File: src/rtl/core/vef_pkg.sv
package vef_pkg;

    localparam int MAX_WIDTH  = 1024;
    localparam int MAX_HEIGHT = 4096;
    localparam int COL_W      = $clog2(MAX_WIDTH);
    localparam int ROW_W      = $clog2(MAX_HEIGHT);

    localparam int WIDTH_REG_W  = 11;
    localparam int HEIGHT_REG_W = 13;
    localparam int CFG_IDX_W    = 4;
    localparam int CFG_DATA_W   = 13;

    localparam logic [CFG_IDX_W-1:0] REG_IMAGE_WIDTH  = CFG_IDX_W'(0);
    localparam logic [CFG_IDX_W-1:0] REG_IMAGE_HEIGHT = CFG_IDX_W'(1);

    typedef logic [7:0]  chan_t;
    typedef logic [31:0] rgba_t;
    typedef logic [23:0] rgb_t;

    typedef struct packed {
        logic             emit;
        logic             done;
        logic [ROW_W-1:0] row;
        logic [COL_W-1:0] column;
    } pos_t;

    function automatic chan_t sat_diff(input chan_t above, input chan_t below);
        sat_diff = (above > below) ? chan_t'(above - below) : chan_t'(0);
    endfunction

endpackage

File: src/rtl/core/vef_if.sv


interface vef_res_if;
    logic                          valid;
    logic                          ready;
    vef_pkg::chan_t                out_red;
    vef_pkg::chan_t                out_green;
    vef_pkg::chan_t                out_blue;
    vef_pkg::chan_t                out_alpha;
    logic [vef_pkg::ROW_W-1:0]     out_row;
    logic [vef_pkg::COL_W-1:0]     out_column;
    logic                          frame_done;

    modport source (output valid, out_red, out_green, out_blue, out_alpha, out_row,
                    out_column, frame_done, input ready);
    modport sink   (input valid, out_red, out_green, out_blue, out_alpha, out_row,
                    out_column, frame_done, output ready);
endinterface


File: src/rtl/core/vef_out_stage.sv
module vef_out_stage (
    input  logic           clk,
    input  logic           rst_n,
    input  logic           load,
    input  vef_pkg::rgb_t  above,
    input  vef_pkg::rgba_t centre,
    input  vef_pkg::rgb_t  below,
    input  vef_pkg::pos_t  pos,
    output logic           space,
    vef_res_if.source      res
);
    import vef_pkg::*;

    logic             valid_reg, valid_next;
    chan_t            red_reg, green_reg, blue_reg, alpha_reg;
    logic [ROW_W-1:0] row_reg;
    logic [COL_W-1:0] col_reg;
    logic             done_reg;

    assign space = !valid_reg || res.ready;

    always_comb
    begin
        valid_next = valid_reg;
        priority if (load)
            valid_next = 1'b1;
        else if (res.ready)
            valid_next = 1'b0;
        else
            valid_next = valid_reg;
    end

    always_ff @(posedge clk or negedge rst_n)
    begin
        if (!rst_n)
            valid_reg <= 1'b0;
        else
            valid_reg <= valid_next;
    end

    always_ff @(posedge clk)
    begin
        if (load)
        begin
            red_reg   <= sat_diff(above[7:0],   below[7:0]);
            green_reg <= sat_diff(above[15:8],  below[15:8]);
            blue_reg  <= sat_diff(above[23:16], below[23:16]);
            alpha_reg <= centre[31:24];
            row_reg   <= pos.row;
            col_reg   <= pos.column;
            done_reg  <= pos.done;
        end
    end

    assign res.valid      = valid_reg;
    assign res.out_red    = red_reg;
    assign res.out_green  = green_reg;
    assign res.out_blue   = blue_reg;
    assign res.out_alpha  = alpha_reg;
    assign res.out_row    = row_reg;
    assign res.out_column = col_reg;
    assign res.frame_done = done_reg;

endmodule

File: src/flat_wrapper.sv
// flat-port wrapper written by rule: the top's interface ports become plain ports
module vef_out_stage_flat import vef_pkg::*;
  (clk, rst_n, load, above, centre, below, pos, space, res_valid, res_out_red, res_out_green, res_out_blue, res_out_alpha, res_out_row, res_out_column, res_frame_done, res_ready);
  vef_res_if res_i ();
  input  logic clk;
  input  logic rst_n;
  input  logic load;
  input  vef_pkg::rgb_t above;
  input  vef_pkg::rgba_t centre;
  input  vef_pkg::rgb_t below;
  input  vef_pkg::pos_t pos;
  output logic space;
  output wire logic [$bits(res_i.valid)-1:0] res_valid;
  output wire logic [$bits(res_i.out_red)-1:0] res_out_red;
  output wire logic [$bits(res_i.out_green)-1:0] res_out_green;
  output wire logic [$bits(res_i.out_blue)-1:0] res_out_blue;
  output wire logic [$bits(res_i.out_alpha)-1:0] res_out_alpha;
  output wire logic [$bits(res_i.out_row)-1:0] res_out_row;
  output wire logic [$bits(res_i.out_column)-1:0] res_out_column;
  output wire logic [$bits(res_i.frame_done)-1:0] res_frame_done;
  input wire logic [$bits(res_i.ready)-1:0] res_ready;
  assign res_valid = res_i.valid;
  assign res_out_red = res_i.out_red;
  assign res_out_green = res_i.out_green;
  assign res_out_blue = res_i.out_blue;
  assign res_out_alpha = res_i.out_alpha;
  assign res_out_row = res_i.out_row;
  assign res_out_column = res_i.out_column;
  assign res_frame_done = res_i.frame_done;
  assign res_i.ready = res_ready;
  vef_out_stage u_core (.clk(clk), .rst_n(rst_n), .load(load), .above(above), .centre(centre), .below(below), .pos(pos), .space(space), .res(res_i));
endmodule
File: config.mk
export PLATFORM = sky130hd
export DESIGN_NAME = vef_out_stage_flat
export DESIGN_NICKNAME = d
export VERILOG_FILES = /design/src/rtl/core/vef_pkg.sv /design/src/rtl/core/vef_if.sv /design/src/rtl/core/vef_out_stage.sv /design/src/flat_wrapper.sv
export SDC_FILE = /design/constraint.sdc
export NUM_CORES = 1
export LEC_CHECK = 0
export BUFFER_PORTS_ARGS = -buffer_cell sky130_fd_sc_hd__clkbuf_2
export CORE_ASPECT_RATIO = 0.7
export CORE_MARGIN = 10
export CORE_UTILIZATION = 27
export CTS_CLUSTER_SIZE = 30
export DETAILED_ROUTE_END_ITERATION = 16
export MAX_ROUTING_LAYER = met4
export PLACE_DENSITY = 0.54
export SYNTH_ARGS = -nofsm -noshare
export SYNTH_HDL_FRONTEND = slang
export SYNTH_SLANG_ARGS = --single-unit
File: constraint.sdc
create_clock -name clk -period 0.8 [get_ports clk]
set_clock_uncertainty 0.15 [all_clocks]
set_input_delay 0.08 -clock clk [delete_from_list [all_inputs] [get_ports clk]]
set_output_delay 0.08 -clock clk [all_outputs]
set_load 0.05 [all_outputs]
==> reports/qor.yml <==
cts_tree: "yes"
hold_viol: 15
reg2reg_depth: 3
slew_violations: 0
status: "finished with violations"
syn_to_final_growth_pct: 83.6
post-route-period-util_pct: 209
io_buffers: 139
ios: 165
violations: "hold timing, setup timing"
h-tree-depth: 2
hold_class: "in -> reg"
start_util_pct: 28.1
grt_pass1_vias: 2763
ys_seq_area_share_pct: 56.7
post_dp_cell_area_mm2: 0.00437
r2r_end: "u_core.res.valid"
die_h_um: 108
numClockSinks: 56
dr_wl_met3_um: 389
setup_ws_ps: -870
period_minus_slack_ps: 1670
n_antenna_cell: 0
leakage_uw: 0.00248
synth.area.mux_share_pct: 0
syn-num-nets: 375
antenna_found_initial: 0
cts_buffers: 5
cp-start-kind: "input port"
ctsRootBufferMaster: "clkbuf_16"
drt_iter0_markers: 100
clk_latency_ps: 290
rrSetupSlack_ps: -160
grt_pass1_wl_um: 14500
ir_worst_vdd_mv: 0.880
via_count: 2612
gr-total-overflow: 0
antenna_left: 0
largest_reg_flops: 12
dp_hpwl_um: 7290
whs_ps: -186
r2r-start: "u_core.res.valid"
synth_compound_area_share_pct: 14.2
wl_met1_um: 4370
synth_xor_area_share_pct: 2.96
synth_top_family_by_area: "compound AO/OA/AOI/OAI gates"
max-cap-violations: 0
ys_warn_count: 0
fp.dieArea_mm2: 0.0156
synthSimpleGateAreaFrac_pct: 9.48
grt_usage_pct: 11.7
drc_errors: 0
gp_congestion: 0.846
seq_area_mm2: 0.00168
nets: 589
end_kind: "flop"
crit_required_ps: 690
met2_length_um: 4270
max_freq_mhz: 599
synthAdderAreaFrac_pct: 12.2
wl_per_cell_um: 15.1
hold_path_end: "u_core.res.out_row[4]"
first_pass_iters: 4
fillers: 908
core_mm2: 0.0105
synthCells: 240
clk_path_buf_depth: 2
holdPathStages: 1
multiInputGateArea_mm2: 0.00130
synth_cell_types: 32
power_per_cell_area_mw_per_mm2: 1770
via_per_inst: 4.33
avgSynthCellArea_um2: 12.3
netlist_area_mm2: 0.00296
relSlewSlack_pct: 76.5
grt_max_degree: 21
die_x_um: 145
layout_common_cells: "clkbuf_2, edfxtp_1, buf_4, clkbuf_8, inv_1"
finalSetupViolCount: 85
mostFrequentLayoutCell: "clkbuf_2"
wirelength_um: 9100
final_area_mm2: 0.00543
worst_slew_pin_slew_ps: 350
hold_start: "pos[14]"
drive_gt1_share_pct: 53.0
rsz0062_at_grt: "true"
crit_fanout: 7
path_clk_slew_ps: 70
top_layer: "met4"
ys_ff_latch: 56
path_class: "in -> reg"
rows: 31
cp.arrival_ps: 1560
final_core_util_pct: 51.7
==> metal layers <==
| metal | up-vias | global-route usage (%) |
|---|---|---|
| li1 | 1304 | - |
| met1 | 1213 | 14.7 |
| met2 | 88 | 18.8 |
| met3 | 7 | 3.19 |
| met4 | 0 | 2.16 |
| met5 | - | - |
==> per-stage QoR <==
step                instances  total power (uW)  setup TNS [ps]  worst slack, ps  hold WS, ps
floorplan                 240              5600          -24430             -969         -366
global placement          575              6710          -38150            -1180         -294
detailed placement        575              6730          -39300            -1220         -294
CTS                       606              9630          -36840             -859         -193
global route              603             10100          -40000             -956         -193
finish                    603              9630          -36260             -870         -186
==> worst max-delay path by stage <==
| stage | to | startpoint | cells past startpoint | slack [ps] |
|---|---|---|---|---|
| global placement | u_core.res.out_red[3] | above[0] | 10 | -1180 |
| global route | u_core.res.out_red[5] | above[0] | 10 | -960 |
| floorplan | u_core.res.out_blue[3] | above[16] | 9 | -970 |
| detailed placement | u_core.res.out_red[5] | above[0] | 10 | -1220 |
| finish | u_core.res.out_red[5] | above[0] | 10 | -870 |
| CTS | u_core.res.out_red[5] | above[0] | 10 | -860 |
==> logic make-up after synthesis <==
logic type | Yosys count
simple gates | 57
flops | 56
compound gates | 55
buf+inv | 35
fa+ha+maj | 27
xor+xnor | 10
==> report_power, final <==
part           leakage, uW  total (uW)  internal, uW  switching (uW)
clock            0.0000742        2200          1170            1020
sequential        0.000544        3710          3570             138
combinational      0.00186        3720          1700            2020
==> worst max-delay path, cell delays in order <==
cell and delay, ps:
clkbuf_16 130, inv_12 40, ha_4 120, inv_2 30, fa_2 360, a211oi_4 250, nor3_2 90, o41ai_4 220
buf_6 170, nor3_1 50
==> area by class of cell <==
| class | count | share of cell area [%] |
|---|---|---|
| sequential | 56 | 30.9 |
| tap | 148 | 3.41 |
| clock buffer | 5 | 2.30 |
| timing repair buffer | 209 | 36.1 |
| clock inverter | 3 | 0.415 |
| inverter | 33 | 2.97 |
| multi-input combinational | 149 | 23.9 |
==> synth_stat cells (all sizes together) <==
library cell	number	area, um2
fa	3	60.1
a21oi	12	63.8
nor2	23	86.3
nand2b	4	25.0
nand2	6	22.5
a21boi	2	15.0
ha	24	300
clkbuf	2	10.0
o22a	1	8.76
a31oi	5	31.3
dfrtp	1	25.0
a211oi	4	35.0
nand3b	1	7.51
inv	33	124
nor3	11	55.1
o21a	8	60.1
nand4	6	37.5
xor2	7	61.3
nor3b	1	7.51
nor2b	3	18.8
o31a	2	17.5
edfxtp	55	1650
a21o	5	37.5
xnor2	3	26.3
o41ai	3	60.1
o32a	2	20.0
nor4bb	2	20.0
o21ai	9	45.0
o22ai	2	25.0
==> timing repair <==
item / 4_1_cts / 5_1_grt
setup buffers: 3 / 3
hold endpoints to repair: 32 / 17
pin swaps: 16 / 14
endpoints found under the setup margin: 82 / 97
hold buffers: 20 / 2
resized for setup: 134 / 39
No activity file was read; power rests on OpenSTA's default activity.
