[src/rtl/core/vef_pkg.sv]
package vef_pkg;

    localparam int MAX_WIDTH  = 1024;
    localparam int MAX_HEIGHT = 4096;
    localparam int COL_W      = $clog2(MAX_WIDTH);
    localparam int ROW_W      = $clog2(MAX_HEIGHT);

    localparam int WIDTH_REG_W  = 11;
    localparam int HEIGHT_REG_W = 13;
    localparam int CFG_IDX_W    = 4;
    localparam int CFG_DATA_W   = 13;

    localparam logic [CFG_IDX_W-1:0] REG_IMAGE_WIDTH  = CFG_IDX_W'(0);
    localparam logic [CFG_IDX_W-1:0] REG_IMAGE_HEIGHT = CFG_IDX_W'(1);

    typedef logic [7:0]  chan_t;
    typedef logic [31:0] rgba_t;
    typedef logic [23:0] rgb_t;

    typedef struct packed {
        logic             emit;
        logic             done;
        logic [ROW_W-1:0] row;
        logic [COL_W-1:0] column;
    } pos_t;

    function automatic chan_t sat_diff(input chan_t above, input chan_t below);
        sat_diff = (above > below) ? chan_t'(above - below) : chan_t'(0);
    endfunction

endpackage

[src/rtl/core/vef_if.sv]


interface vef_cfg_if;
    logic                              valid;
    logic                              ready;
    logic [vef_pkg::CFG_IDX_W-1:0]     index;
    logic [vef_pkg::CFG_DATA_W-1:0]    data;

    modport source (output valid, index, data, input ready);
    modport sink   (input valid, index, data, output ready);
endinterface

[src/rtl/core/vef_ctrl.sv]
module vef_ctrl (
    input  logic          clk,
    input  logic          rst_n,
    vef_cfg_if.sink       cfg,
    input  logic          accept,
    output vef_pkg::pos_t pos
);
    import vef_pkg::*;

    logic [COL_W-1:0] last_col_reg, last_col_next;
    logic [ROW_W-1:0] last_row_reg, last_row_next;
    logic [COL_W-1:0] col_reg, col_next;
    logic [ROW_W-1:0] row_reg, row_next;
    logic [WIDTH_REG_W-1:0]  w_val;
    logic [HEIGHT_REG_W-1:0] h_val;
    logic             cfg_wr;
    logic             restart;

    assign cfg.ready = 1'b1;
    assign cfg_wr    = cfg.valid;
    assign w_val     = cfg.data[WIDTH_REG_W-1:0];
    assign h_val     = cfg.data[HEIGHT_REG_W-1:0];
    assign restart   = cfg_wr && (cfg.index == REG_IMAGE_WIDTH ||
                                  cfg.index == REG_IMAGE_HEIGHT);

    always_comb
    begin
        last_col_next = last_col_reg;
        last_row_next = last_row_reg;
        if (cfg_wr && cfg.index == REG_IMAGE_WIDTH)
        begin
            if (w_val < WIDTH_REG_W'(3))
                last_col_next = COL_W'(2);
            else if (w_val > WIDTH_REG_W'(MAX_WIDTH))
                last_col_next = COL_W'(MAX_WIDTH - 1);
            else
                last_col_next = COL_W'(w_val - WIDTH_REG_W'(1));
        end
        if (cfg_wr && cfg.index == REG_IMAGE_HEIGHT)
        begin
            if (h_val < HEIGHT_REG_W'(3))
                last_row_next = ROW_W'(2);
            else if (h_val > HEIGHT_REG_W'(MAX_HEIGHT))
                last_row_next = ROW_W'(MAX_HEIGHT - 1);
            else
                last_row_next = ROW_W'(h_val - HEIGHT_REG_W'(1));
        end
    end

    always_comb
    begin
        col_next = col_reg;
        row_next = row_reg;
        priority if (restart)
        begin
            col_next = '0;
            row_next = '0;
        end
        else if (accept)
        begin
            if (col_reg == last_col_reg)
            begin
                col_next = '0;
                row_next = (row_reg == last_row_reg) ? '0 : row_reg + ROW_W'(1);
            end
            else
                col_next = col_reg + COL_W'(1);
        end
        else
        begin
            col_next = col_reg;
            row_next = row_reg;
        end
    end

    always_ff @(posedge clk or negedge rst_n)
    begin
        if (!rst_n)
        begin
            last_col_reg <= COL_W'(MAX_WIDTH - 1);
            last_row_reg <= ROW_W'(MAX_HEIGHT - 1);
            col_reg      <= '0;
            row_reg      <= '0;
        end
        else
        begin
            last_col_reg <= last_col_next;
            last_row_reg <= last_row_next;
            col_reg      <= col_next;
            row_reg      <= row_next;
        end
    end

    // result for the centre one row up
    assign pos.emit   = (row_reg >= ROW_W'(2)) && (col_reg != '0) && (col_reg < last_col_reg);
    assign pos.done   = (row_reg == last_row_reg) && (col_reg == last_col_reg - COL_W'(1));
    assign pos.row    = row_reg - ROW_W'(1);
    assign pos.column = col_reg;

endmodule

[src/flat_wrapper.sv]
// flat-port wrapper written by rule: the top's interface ports become plain ports
module vef_ctrl_flat import vef_pkg::*;
  (clk, rst_n, accept, pos, cfg_valid, cfg_index, cfg_data, cfg_ready);
  vef_cfg_if cfg_i ();
  input  logic clk;
  input  logic rst_n;
  input  logic accept;
  output vef_pkg::pos_t pos;
  input wire logic [$bits(cfg_i.valid)-1:0] cfg_valid;
  input wire logic [$bits(cfg_i.index)-1:0] cfg_index;
  input wire logic [$bits(cfg_i.data)-1:0] cfg_data;
  output wire logic [$bits(cfg_i.ready)-1:0] cfg_ready;
  assign cfg_i.valid = cfg_valid;
  assign cfg_i.index = cfg_index;
  assign cfg_i.data = cfg_data;
  assign cfg_ready = cfg_i.ready;
  vef_ctrl u_core (.clk(clk), .rst_n(rst_n), .cfg(cfg_i), .accept(accept), .pos(pos));
endmodule
[config.mk]
export PLATFORM = sky130hd
export DESIGN_NAME = vef_ctrl_flat
export DESIGN_NICKNAME = d
export VERILOG_FILES = /design/src/rtl/core/vef_pkg.sv /design/src/rtl/core/vef_if.sv /design/src/rtl/core/vef_ctrl.sv /design/src/flat_wrapper.sv
export SDC_FILE = /design/constraint.sdc
export NUM_CORES = 1
export LEC_CHECK = 0
export ABC_CLOCK_PERIOD_IN_PS = 2200
export BUFFER_PORTS_ARGS = -buffer_cell sky130_fd_sc_hd__buf_2
export CAP_MARGIN = 15
export CORE_MARGIN = 2
export CORE_UTILIZATION = 40
export DETAILED_ROUTE_END_ITERATION = 8
export GPL_TIMING_DRIVEN = 1
export PLACE_DENSITY = 0.57
export SYNTH_ARGS = -nofsm -noshare
export SYNTH_HDL_FRONTEND = slang
export SYNTH_SLANG_ARGS = --single-unit
[constraint.sdc]
create_clock -name clk -period 2.2 [get_ports clk]
set_clock_uncertainty 0.1 [all_clocks]
set_input_delay 0.11 -clock clk [delete_from_list [all_inputs] [get_ports clk]]
set_output_delay 0.11 -clock clk [all_outputs]
set_load 0.02 [all_outputs]
==> key figures <==
Global route
  • GRT Residual Overflow: 0
  • Overall Global Routing Usage: 0.206
  • Largest net degree at the start of global routing: 31
  • First-pass GRT wire length: 14.3 mm
  • Vias in the first global route: 2857
  • Initial antenna violation count: 0

CTS
  • Sink Count: 44
  • Root Buffer Master: clkbuf_8
  • Total CTS buffers: 5
  • Max H-tree Level: 2
  • Reg clk slew, reported paths: 0.09 ns
  • Max clock buf depth: 2
  • Clk_lat worst skew: 0.31 ns
  • CTS tree: yes

Synthesis
  • Syn_nets: 413
  • Synth Instances: 374
  • Most area-hungry cell type in the Yosys netlist: dfstp_2
  • Seq/Total Area, Yosys: 0.341
  • Post-synth top area share: 0.175
  • Most used DFF post-synth: dfstp_2
  • Register bit count reported by yosys: 44
  • Synthesized area per cell: 8.85 um^2
  • EDFF count, synth: 0
  • Syn Std Cell Area: 3310 um^2
  • Commonest cells in the netlist: nand2_1, xor2_1, dfrtp_1, dfstp_2, inv_1
  • Asr flop ratio synth: 1.00
  • Yosys cell types: 58
  • Most frequent cell after synthesis: nand2_1
  • YS warnings: 0
  • Largest cells by area after synthesis: dfstp_2, dfrtp_1, xor2_1

Final layout
  • Area Growth Syn to Fin: 34.7%
  • Post-Layout Cell Count: 568
  • Diodes inserted: 0
  • Share of layout cells above drive strength 1: 0.404
  • Final net count: 501

Pwr
  • Pwr dens: 763 nW/um^2
  • Max VDD drop: 0.430 mV
  • Leak: 1.89 nW

Critical path
  • CP Max Fanout: 3
  • Worst setup startpoint: u_core.last_col_reg[1]
  • Startpoint Class: register
  • Critical Path Slowest Stage Cell: or4_1
  • Most frequent CP cell: buf_6
  • Worst r2r src: u_core.last_col_reg[5]
  • Crit path arrival time: 2.37 ns
  • Worst path cell trace: inv_2 -> ha_4 -> or3b_4 -> buf_6 -> or4_1 -> o211ai_1 -> nor4_2 -> o211a_1 -> buf_6
  • Worst Setup Path Type: reg -> out
  • Slowest stage delay, CP: 0.46 ns
  • Endpoint type of the worst setup path: primary output
  • Worst EP required: 1.99 ns
  • Reg-to-reg setup timing slack: 0.03 ns

Timing
  • WHS: 0.0141 ns
  • Fin Setup TNS: -0.498 ns
  • Fin crit share: 1.17
  • Final Max Slew Viols: 0
  • Final Critical Period: 2.58 ns
  • Worst Tran Pin Value: 0.761 ns
  • Top achievable clock speed: 387 MHz
  • Fin. Hold Viols: 0
  • RSZ-0062 raised after global routing: true
  • Slew Limit Headroom: 0.491
  • Final setup violation count: 2
  • Final worst setup slack: -0.385 ns

Die
  • Site Rows: 33
  • Die area: 9020 um^2
  • Core area: 8130 um^2
  • Initial core utilization: 0.407
  • I/O pins: 46
  • Die width: 95.0 um
  • Die H: 95.0 um

Placement
  • Dpl hpwl: 6.95 mm
  • Number of port buffers: 44
  • GP Congestion: 0.824
  • Placed Cells: 550

Run status
  • Outcome: finished, violations left
  • Failing checks: setup timing

Hold path
  • Hold WC Path Type: in -> reg
  • HP Start: cfg_index[0]

Detailed routing
  • Initial drt markers: 123
  • DR pass1 iterations: 4
  • Avg WL per Cell: 16.7 um
  • Via Count: 3082
  • Drt drc: 0
  • Vias/cell: 5.43
  • Post-DRT Antenna Nets: 0
  • Routed WL: 9.47 mm

Run
  • Max_cap viols: 0
## cell usage in the layout, fill, tap and decap left out, types with 4 or more instances in the layout
cell type  count
buf_4         53
buf_2         41
nand2_1       32
xor2_1        31
dfstp_2       22
dfrtp_1       20
xnor2_1       19
nor2_1        17
o21ai_0       14
nand3_1       12
a22o_1        12
inv_2         10
inv_1         10
nand4_1        9
ha_1           9
ha_4           9
nor4_1         8
a21o_1         8
nand2b_1       7
nor2b_1        7
buf_6          7
and3_1         6
nor3_1         5
o21ai_1        5
clkbuf_8       5
nor4_2         4
a21oi_1        4
o31ai_2        4
o22ai_1        4
## kinds of logic (layout without fill, tap and decap cells)
group                    count (synthesis)  count (layout)  synth area share
other                                    1               1           0.00113
AO/OA/AOI/OAI                           82              82             0.176
XOR/XNOR                                50              50             0.132
adder cells (fa/ha/maj)                 18              18            0.0680
buffers and inverters                   42             130            0.0510
AND/OR/NAND/NOR                        137             138             0.231
flip-flops                              44              44             0.341
## stage by stage
step            util  setup WS [ns]  area, um^2  power, mW
5_1_grt        0.548         -0.429        4460       3.62
2_1_floorplan      -         0.0470        3320       2.04
4_1_cts        0.512         -0.386        4170       3.26
3_5_place_dp   0.485        -0.0745        3950       2.57
3_3_place_gp   0.485        -0.0491        3950       2.53
6_report       0.548         -0.385        4460       3.40
## worst paths after layout
kind                                                to  cells after the start
worst max-delay path                           pos[22]                      9
worst min-delay path            u_core.last_row_reg[1]                      3
worst max register to register      u_core.row_reg[10]                      9
worst min register to register  u_core.last_col_reg[2]                      2
max in group asynchronous       u_core.last_col_reg[5]                      3
min in group asynchronous            u_core.row_reg[3]                      2
## what timing repair did
| action | CTS | global route |
|---|---|---|
| pin swaps | 8 | 19 |
| hold endpoints to repair | 22 | 0 |
| buffers inserted | 2 | 6 |
| gates resized for setup | 19 | 43 |
| cloned | 0 | 1 |
| hold buffers | 1 | 0 |
| endpoints found under the setup margin | 12 | 17 |
## cell type report
type	instances	area (um^2)
timing repair buffer	102	692
clock buffer	6	93.8
tap	105	131
fill	739	3680
clock inverter	2	15.0
multi-input combinational	289	2320
inverter	20	75.1
sequential	44	1130
## worst max-delay path: cells and delay by family (launching register included)
kind	cells	cell delay (ns)
buf+inv	3	0.33
compound gates	2	0.29
flops	1	0.38
fa+ha+maj	1	0.14
simple gates	3	0.94
## power by group
part | internal (mW) | switching, mW | total, mW
Clock | 0.298 | 0.312 | 0.610
Combinational | 0.725 | 0.851 | 1.58
Sequential | 1.03 | 0.184 | 1.22
## metal layers
layer	part of all wire	track usage	vias up	routed length (um)
li1	-	-	1520	-
met4	0.0099	0.0374	0	94
met5	0	0	-	0
met3	0.024	0.0303	11	229
met1	0.45	0.268	1508	4220
met2	0.52	0.363	43	4920
No activity file was read; power rests on OpenSTA's default activity.
